==> config.mk <==
export PLATFORM = sky130hd
export DESIGN_NAME = ffsa_ctrl
export DESIGN_NICKNAME = d
export VERILOG_FILES = /design/src/rtl/ffsa_pkg.sv /design/src/rtl/ffsa_ctrl.sv
export SDC_FILE = /design/constraint.sdc
export NUM_CORES = 1
export LEC_CHECK = 0
export ABC_CLOCK_PERIOD_IN_PS = 1500
export CAP_MARGIN = 20
export CORE_AREA = 4 4 41 43
export CTS_CLUSTER_DIAMETER = 60
export DETAILED_ROUTE_END_ITERATION = 6
export DIE_AREA = 0 0 45 47
export DONT_BUFFER_PORTS = 1
export GPL_TIMING_DRIVEN = 0
export PLACE_DENSITY = 0.5
export SYNTH_ARGS = -nofsm -noshare
export SYNTH_HDL_FRONTEND = slang
export SYNTH_SLANG_ARGS = --single-unit
==> constraint.sdc <==
create_clock -name clk_i -period 1.5 [get_ports clk_i]
set_input_delay 0 -clock clk_i [delete_from_list [all_inputs] [get_ports clk_i]]
set_output_delay 0 -clock clk_i [all_outputs]
set_load 0.005 [all_outputs]
==> src/rtl/ffsa_pkg.sv <==
// ----------------------------------------------------------------------------
// ffsa_pkg: shared types and constants of the first-fit segment allocator
// Table depth, unit size, status codes, commands and controller states.
// ----------------------------------------------------------------------------
package ffsa_pkg;

  localparam int unsigned MaxSegments  = 16;
  localparam int unsigned BytesPerUnit = 4;
  localparam int unsigned IdxW         = $clog2(MaxSegments);
  localparam int unsigned CntW         = $clog2(MaxSegments + 1);
  localparam int unsigned UnitShift    = $clog2(BytesPerUnit);

  typedef logic [15:0] word_t;

  localparam logic [2:0] StOk      = 3'd0;
  localparam logic [2:0] StTooBig  = 3'd1;
  localparam logic [2:0] StNoSpace = 3'd2;
  localparam logic [2:0] StRange   = 3'd3;
  localparam logic [2:0] StNotProc = 3'd4;
  localparam logic [2:0] StFull    = 3'd5;

  localparam logic [1:0] RegCapacity = 2'd0;
  localparam logic [1:0] RegLowest   = 2'd1;
  localparam logic [1:0] RegHighest  = 2'd2;
  localparam logic [1:0] RegInitial  = 2'd3;

  typedef enum logic [3:0] {
    S_IDLE,
    S_SEARCH,
    S_ALLOC,
    S_SHIFT_UP,
    S_FREE,
    S_SHIFT_DN,
    S_DONE
  } state_e;

  // Commands from controller to datapath.
  typedef struct packed {
    logic init;      // reload single hole
    logic load;      // capture request
    logic scan_rst;  // pointer to 0
    logic scan_inc;  // pointer forward
    logic do_alloc;  // split or convert found hole
    logic shift_up;  // move one entry up
    logic do_free;   // mark free and merge
    logic shift_dn;  // move one entry down
    logic set_res;   // write result register
    logic [2:0] res_status;
  } cmd_t;

  // Status from datapath to controller.
  typedef struct packed {
    logic is_alloc;
    logic too_big;
    logic out_range;
    logic hit;        // alloc: fitting hole at pointer; free: stop at pointer
    logic at_end;     // pointer is last used entry
    logic exact;      // found hole has exactly requested length
    logic full;
    logic sel_hole;   // free: selected entry already a hole
    logic shift_done; // shift pointer reached target
  } stat_t;

endpackage

==> src/rtl/ffsa_ctrl.sv <==
// ----------------------------------------------------------------------------
// ffsa_ctrl: request sequencer
// Steps each request through search, update, table shift and result.
// ----------------------------------------------------------------------------
module ffsa_ctrl (
  input  logic           clk_i,
  input  logic           rst_ni,
  input  logic           in_valid_i,
  output logic           in_stall_o,
  input  logic           res_busy_i,
  input  ffsa_pkg::stat_t st_i,
  output ffsa_pkg::cmd_t  cmd_o
);
  import ffsa_pkg::*;

  state_e state_q, state_d;

  always_ff @(posedge clk_i or negedge rst_ni) begin
    if (!rst_ni) begin
      state_q <= S_IDLE;
    end else begin
      state_q <= state_d;
    end
  end

  assign in_stall_o = (state_q != S_IDLE);

  always_comb begin
    state_d = state_q;
    case (state_q)
      S_IDLE: begin
        if (in_valid_i) state_d = S_SEARCH;
      end
      S_SEARCH: begin
        if (st_i.is_alloc) begin
          if (st_i.too_big) state_d = S_DONE;
          else if (st_i.hit) state_d = S_ALLOC;
          else if (st_i.at_end) state_d = S_DONE;
        end else begin
          if (st_i.out_range) state_d = S_DONE;
          else if (st_i.hit) state_d = st_i.sel_hole ? S_DONE : S_FREE;
        end
      end
      S_ALLOC: begin
        if (st_i.exact || st_i.full) state_d = S_DONE;
        else state_d = S_SHIFT_UP;
      end
      S_SHIFT_UP: begin
        if (st_i.shift_done) state_d = S_DONE;
      end
      S_FREE:     state_d = S_SHIFT_DN;
      S_SHIFT_DN: begin
        if (st_i.shift_done) state_d = S_DONE;
      end
      S_DONE: begin
        if (!res_busy_i) state_d = S_IDLE;
      end
      default: state_d = S_IDLE;
    endcase
  end

  always_comb begin
    cmd_o = '0;
    cmd_o.res_status = StOk;
    case (state_q)
      S_IDLE: begin
        cmd_o.load     = in_valid_i;
        cmd_o.scan_rst = in_valid_i;
      end
      S_SEARCH: begin
        if (st_i.is_alloc) begin
          if (st_i.too_big) begin
            cmd_o.set_res = 1'b1;
            cmd_o.res_status = StTooBig;
          end else if (!st_i.hit && st_i.at_end) begin
            cmd_o.set_res = 1'b1;
            cmd_o.res_status = StNoSpace;
          end else if (!st_i.hit) begin
            cmd_o.scan_inc = 1'b1;
          end
        end else begin
          if (st_i.out_range) begin
            cmd_o.set_res = 1'b1;
            cmd_o.res_status = StRange;
          end else if (st_i.hit && st_i.sel_hole) begin
            cmd_o.set_res = 1'b1;
            cmd_o.res_status = StNotProc;
          end else if (!st_i.hit) begin
            cmd_o.scan_inc = 1'b1;
          end
        end
      end
      S_ALLOC: begin
        if (st_i.exact) begin
          cmd_o.do_alloc = 1'b1;
          cmd_o.set_res  = 1'b1;
        end else if (st_i.full) begin
          cmd_o.set_res = 1'b1;
          cmd_o.res_status = StFull;
        end else begin
          cmd_o.set_res = 1'b1;
        end
      end
      S_SHIFT_UP: begin
        cmd_o.shift_up = 1'b1;
        cmd_o.do_alloc = st_i.shift_done;
      end
      S_FREE: begin
        cmd_o.do_free = 1'b1;
        cmd_o.set_res = 1'b1;
      end
      S_SHIFT_DN: cmd_o.shift_dn = 1'b1;
      default: ;
    endcase
  end

endmodule

# [Word level (Yosys, flattened, before mapping)]
# Index checks and enable logic that the tools add are counted.
[word_totals] out_inout_bits=13 n_memories=0 input_bits=13 reg_bits=4 word_cells=55 mem_bits_rw=0 latch_bits=0 romBits=0
[classes] mux=34 n_addsub=0 n_lt_le_gt_ge=0 reduce_logical=9 bitwise_logic=0 div_mod_pow=0 shifts=0 eq_ne=11 mul=0
[ops] op="4-bit 2-to-1 mux" n=14
[ops] op="4-bit one-hot mux with 6 select lines" n=1
[ops] op="4-bit by 3-bit equality test with 1-bit output, second input constant" n=3
[ops] op="1-bit 2-to-1 mux" n=11
[ops] op="3-bit 2-to-1 mux" n=3
[ops] op="4-bit by 2-bit equality test with 1-bit output, second input constant" n=2
[ops] op="3-bit one-hot mux with 2 select lines" n=1
[ops] op="5-bit inequality test, second input constant" n=1
[ops] op="5-bit AND reduction" n=1
[ops] op="4-bit by 1-bit equality test with 1-bit output, second input constant" n=1
[ops] op="4-bit logical NOT" n=1
[ops] op="2-bit 2-to-1 mux" n=2
[ops] op="2-bit inequality test, second input constant" n=2
[ops] op="4-bit inequality test, second input constant" n=1
[ops] op="1-bit one-hot mux with 2 select lines" n=2
[ops] op="4-bit nonzero test" n=1
[ops] op="2-bit OR reduction" n=2
[ops] op="1-bit logical AND" n=2
[ops] op="2-bit by 1-bit inequality test with 1-bit output, second input constant" n=1
[ops] op="1-bit logical NOT" n=1
[ops] op="1-bit logical OR" n=1

# [Depth between registers and ports, before layout]
# Gate-level depths: netlist (run 1).
[depth] depth_word=6 ltp_mapped=5 depth_no_buf=4

# [Worst setup path after synthesis (run 1)]
# OpenSTA, ideal clock, no wires.
[synth_path] path_kind="register to register" startpoint="register state_q[2]" endpoint="register state_q[0]" path_buffers=0 arrival_ps=1491 setup_slack_ps=-118 t_required_ps=1372 setup_time_ps=128 stages_incl_launch_ff=5 period_less_slack_ps=1618 path_cell_list="dfrtp_1 -> or3b_1 -> a211o_1 -> o21ai_2 -> mux2_1"
[synth_between] elab_chain_cells=4 elab_cells_between_ends=15 classes_between="eq/ne (11); mux (1); reduce/logical (3)"
[synth_lines] item="start: declaration" line_no="ffsa_ctrl.sv:16" source="state_e state_q, state_d;"
[synth_lines] item="start signal: assignment" line_no="ffsa_ctrl.sv:22" source="state_q <= state_d;"
[synth_lines] item="4-bit by 3-bit equality test with 1-bit output or 4-bit by 2-bit equality test with 1-bit output (tied branches)" line_no="ffsa_ctrl.sv:30" source="case (state_q)"
[synth_lines] item="2-bit OR reduction (no source line)"
[synth_lines] item="2-bit by 1-bit inequality test with 1-bit output (no source line)"
[synth_lines] item="5-bit AND reduction (no source line)"
# Several ways; a longest one is shown, not always the timed one.
# A chain may end at the register's enable or synchronous reset.

# [Worst setup path after layout (run 1)]
# Ends and elaborated chain as after synthesis.

==> reports/results.tsv, run 1 <==
metric	value	unit
crit_path_start_kind	flop	
grt-ovfl-total	0	
crit_fanout	6	
yosys-top-cells-area	dfrtp_1 (18%), nor2_1 (6.4%), nand2_1 (5.5%), nor3b_1 (5.5%), or3b_1 (4.3%)	
cts_tree	done	
max_freq	0.618	GHz
num_rows	13	
ant_nets	0	
regArea	76.3	um^2
placedCellCount	74	
cts-htree-levels	1	
hold_viol_final	0	
slowest_stage	dfrtp_2	
antenna_found_initial	0	
failed_checks	negative setup slack	
drive_above_1_share	36.5	%
vias_per_cell	5.16	
synth_edf_count	0	
dp_hpwl	865	um
ys.flop_type	dfrtp_1	
cts_root_buf	clkbuf_4	
design_area	606	um^2
die_h	47	um
clock_skew	0.00242	ns
yosysTopAreaCellShare	18.3	%
p_leak	0.000275	uW
die_area	2120	um^2
dr.pass1.iters	3	
largest_reg_flops	3	
initial_core_util	31.4	%
pwr-share-seq	13.8	%
drt_iter0_markers	9	
drt-total-wl	1170	um
p_sw_share	40.2	%
post-route-period-util	108	%
post-route-util	46.5	%
dpl-instance-area	430	um^2
syn_avg_cell_area	6.93	um^2
comb_power_share	74.6	%
yosysWarnings	0	
maxSlewViolCount	0	
power	1200	uW
cts.path.max_buffers	2	
arrival	1.73	ns
end_kind	flop	
track_usage	11.1	%
hold_class	primary input to async pin	
fillers	152	
hold_slack	0.0178	ns
clock_power_share	11.6	%
power_switching	484	uW
setup_viol	5	
core	1300	um^2
ys_seq_area_share	18.3	%
wl_per_cell	13.1	um
cellPowerDensity	1990	nW/um^2
insertion_delay	0.23	ns
synth_area	409	um^2
ios	26	
path_class	flop to flop	
vdd_drop_max	0.768	mV
rsz0062_at_grt	true	
synth.most_common_cell	nor2_1	
critPathRequiredTime	1.61	ns
grt_pass1_vias	422	
cts_inserted_buffers	3	
p_int	719	uW
ys_types	33	
cpPeakStageDelay	0.43	ns
synth_top_cell_by_area	dfrtp_1	
ys_async_sr_fraction	100	%
ys_ff_latch	3	
multi_input_area	332	um^2
clkSinkCount	3	
reg.largest.list	state_q (3)	
place.gp.congestion	0.746	
diodes	0	
via_count	459	
area_growth	48.0	%
min_period	1.62	ns
grt_first_pass_wirelength	1700	um
numPortBuffers	0	
cap_viol_max_count	0	
status	complete, but fails checks	
r2r_setup_slack	-0.12	ns
fin_nets	88	
largest-register	state_q	
synth_common_cells	nor2_1 (7), nand2_1 (6), inv_1 (4)	
path_cells	or3b_4 > a211o_1 > o21ai_2 > mux2_4	
fin_ws	-0.119	ns
drc	0	
cts.clk_slew.worst_paths	0.04	ns
syn-instance-count	59	
die_width	45	um
synth_nets	72	
final_cell_count_no_fill	89	
grt_start_max_net_pins	11	
## metrics by stage
| step | setup slack (ns) | setup TNS (ns) |
|---|---|---|
| finish | -0.119 | -0.234 |
| CTS | -0.147 | -0.454 |
| global route | -0.155 | -0.613 |
| floorplan | -0.0966 | -0.0966 |
| detailed placement | -0.213 | -0.345 |
| global placement | -0.219 | -0.327 |
## layout by cell type (no fill, tap or decap), types with 2 or more instances in the layout
cell type   n
nor3b_1     3
o21ai_0     2
nand2_1     6
a21oi_1     3
inv_1       4
buf_6       2
nor3_1      2
buf_4      10
dfrtp_1     2
clkbuf_4    5
nor2_1      6
## per-layer routing
layer,vias up,track usage (%),routed length (um)
li1,240,-,-
met1,205,13.6,503
met2,14,16.9,559
met3,0,3.07,104
met4,0,7.02,0
met5,-,0,0
## cell families after synthesis
| family | Yosys count | share of synthesized area, % |
|---|---|---|
| other | 1 | 0.917 |
| XOR/XNOR | 1 | 2.14 |
| buffers and inverters | 9 | 10.4 |
| AO/OA/AOI/OAI | 15 | 26.0 |
| flip-flops | 3 | 18.3 |
| AND/OR/NAND/NOR | 28 | 37.0 |
| multiplexers | 2 | 5.20 |
## critical path, delay by kind of cell, from the launching register on
family / cells / cell delay, ns
flops: 1 / 0.43
simple gates: 1 / 0.39
compound gates: 2 / 0.37
mux: 1 / 0.31
## repair_timing
action / 4_1_cts / 5_1_grt
hold buffers: 1 / 0
hold endpoints to repair: 3 / 0
setup endpoints to repair: 5 / 7
pin swaps: 2 / 3
resized for setup: 11 / 6
buffers inserted: 6 / 4
## worst paths after layout
| check | startpoint | endpoint | cells past startpoint |
|---|---|---|---|
| setup / recovery | state_q[2] | state_q[0] | 4 |
| min in group clk_i | res_busy_i | state_q[2] | 4 |
| max in group asynchronous | rst_ni | state_q[2] | 1 |
| hold / removal | rst_ni | state_q[0] | 1 |
| hold reg to reg | state_q[2] | state_q[2] | 2 |
| setup reg to reg | state_q[2] | state_q[0] | 4 |
## power groups by stage
stage | clock network, uW | registers [uW] | logic, uW
final | 139 | 166 | 897
after detailed placement | 0 | 180 | 548
after global placement | 0 | 178 | 546
after floorplan | 0 | 161 | 457
after CTS | 146 | 162 | 763
after global routing | 158 | 174 | 975
## layout make-up
class                           instances  share of cell area, %
Inverter                                4                   2.48
Tap cell                               15                   3.10
Timing Repair Buffer                   11                   14.7
Multi-Input combinational cell         47                   54.8
Clock buffer                            4                   4.34
Sequential cell                         3                   12.6
Buffer                                  5                   8.06
No activity file was read; power rests on OpenSTA's default activity.
==> run 2: changes to the inputs <==
ABC_CLOCK_PERIOD_IN_PS = 1900   (was 1500)
PLACE_DENSITY = 0.48   (was 0.5)
clock period = 1.9 ns   (was 1.5 ns; I/O delays follow)
==> run 2 against run 1 <==
Effect of this change:
- maximum frequency decreased by 8.0%
- combinational power decreased by 53%
- core utilization decreased by 11 points
- worst setup slack better by 0.26 ns
- largest cell class unchanged
- cell area down 23%
- critical endpoint unchanged
- die area did not move
- sequential power decreased by 17%
- first-iteration DRC count down 44%
- register-to-register slack improved by 0.26 ns
- critical path depth is the same
- flip-flop and latch count is the same
- power decreased by 45%
- highest routed layer unchanged
- the run now ends clean
==> reports/results.tsv, run 2 (synthesis gave the netlist of run 1 again) <==
metric	value	unit	change
max_freq	0.568	GHz	-8.0%
grt_pass1_vias	388		-8.1%
layout_common_cells	nor2_1 (7), nand2_1 (6), inv_1 (4)		
numPortBuffers	0		unchanged
vdd_drop_max	0.504	mV	-34%
dp_hpwl	844	um	-2.4%
cellPowerDensity	1440	nW/um^2	-28%
cts_tree	done		
fin_nets	78		-11%
cts.clk_slew.worst_paths	0.04	ns	about the same
die_h	47	um	unchanged
largest-register	state_q		
drc	0		unchanged
comb_power_share	63.3	%	-11 points
drt-total-wl	1050	um	-10%
die_width	45	um	unchanged
drive_above_1_share	12.5	%	-24 points
grt_first_pass_wirelength	1570	um	-8.1%
area_growth	13.5	%	
largest_reg_flops	3		unchanged
multi_input_area	292	um^2	-12%
ant_nets	0		unchanged
end_kind	flop		
initial_core_util	31.4	%	unchanged
path_class	flop to flop		
fin_tns_setup	0	ns	+0.234 ns
clock_power_share	16.1	%	+4.5 points
reg.largest.list	state_q (3)		
rsz0062_at_grt	false		
postCtsSetupBuffers	0		-6
wl_per_cell	13.2	um	+0.98%
place_ws	0.144	ns	+0.357 ns
drt_iter0_markers	5		-4
grt_start_max_net_pins	11		unchanged
clkSinkCount	3		unchanged
hold_class	primary input to async pin		
p_sw_share	46.7	%	+6.4 points
track_usage	10.2	%	-0.86 points
diodes	0		unchanged
clock_skew	0.00284	ns	+0.000423 ns
vias_per_cell	5.39		+4.6%
setup_viol	0		-5
num_rows	13		unchanged
power_switching	311	uW	-36%
ios	26		unchanged
die_area	2120	um^2	unchanged
insertion_delay	0.23	ns	about the same
pwr-share-seq	20.6	%	+6.8 points
cap_viol_max_count	0		unchanged
p_leak	0.000204	uW	-26%
core	1300	um^2	unchanged
final_common_cell	nor2_1		
place.gp.congestion	0.766		+2.7%
cts-htree-levels	1		unchanged
regArea	75.1	um^2	-1.6%
maxSlewViolCount	0		unchanged
status	finished, final reports clean		
critPathRequiredTime	2.00	ns	+0.39 ns
crit_fanout	7		+1
post-route-period-util	92.7	%	-15 points
crit_path_start_kind	flop		
antenna_found_initial	0		unchanged
via_count	426		-7.2%
min_period	1.76	ns	+0.141 ns
grt-ovfl-total	0		unchanged
arrival	1.87	ns	+0.14 ns
cts_root_buf	clkbuf_4		
p_int	356	uW	-51%
cts.path.max_buffers	2		unchanged
hold_viol_final	0		unchanged
dr.pass1.iters	4		+1
cts_inserted_buffers	3		unchanged
fin_ws	0.139	ns	+0.259 ns
fillers	150		-1.3%
-- run 2: changes by cell type in the layout (fill, tap and decap cells not counted), moves of 2 or more --
cell | before | now
buf_4 | 10 | 2
clkbuf_4 | 5 | 3
clkbuf_1 | 1 | 3
buf_6 | 2 | 0
-- run 2: final cells by class --
class | count | area share, %
Clock buffer | 4 | 5.66
Tap cell | 15 | 4.04
Inverter | 4 | 3.23
Buffer | 5 | 5.93
Sequential cell | 3 | 16.2
Multi-Input combinational cell | 47 | 62.8
Timing Repair Buffer | 1 | 2.16
-- run 2: repair_timing --
action                    4_1_cts  5_1_grt
gates resized for setup         0        0
hold endpoints to repair        3        0
hold buffers                    1        0
-- run 2: path summary, 6_finish.rpt --
check                           start          to  slack (ns)  cells after the start
max in group asynchronous      rst_ni  state_q[2]        1.74                      1
hold reg to reg            state_q[0]  state_q[2]        0.76                      3
setup reg to reg           state_q[2]  state_q[0]        0.14                      4
setup / recovery           state_q[2]  state_q[0]        0.14                      4
min in group clk_i         res_busy_i  state_q[2]        0.04                      4
hold / removal                 rst_ni  state_q[0]        0.02                      1
-- run 2: critical path, cell delays in order (launching register included) --
cell and delay [ns]:
dfrtp_1 0.44, or3b_1 0.46, a211o_1 0.31, o21ai_2 0.09, mux2_1 0.34
-- run 2: per-stage QoR --
stage	hold WS (ns)	instances	total power [uW]	area (um^2)	utilization [%]
2_1_floorplan	-0.296	59	479	409	-
3_3_place_gp	-0.296	74	563	428	32.9
3_5_place_dp	-0.296	74	561	428	32.9
5_1_grt	0.0272	79	742	464	35.7
6_report	0.0192	79	667	464	35.7
4_1_cts	0.0150	79	676	464	35.7
-- run 2: metal layers --
layer	GRT usage (%)	up-vias	part of all wire, %	wire (um)
li1	-	216	-	-
met1	12.3	193	44	463
met2	15.5	17	47	491
met3	3.07	0	8.6	90
met4	7.02	0	0	0
met5	0	-	0	0
-- run 2: power groups by stage --
stage	sequential, uW	clock (uW)	combinational [uW]
after floorplan	126	0	353
after global placement	138	0	426
after detailed placement	138	0	423
after CTS	137	113	426
after global routing	147	120	475
final	137	108	422
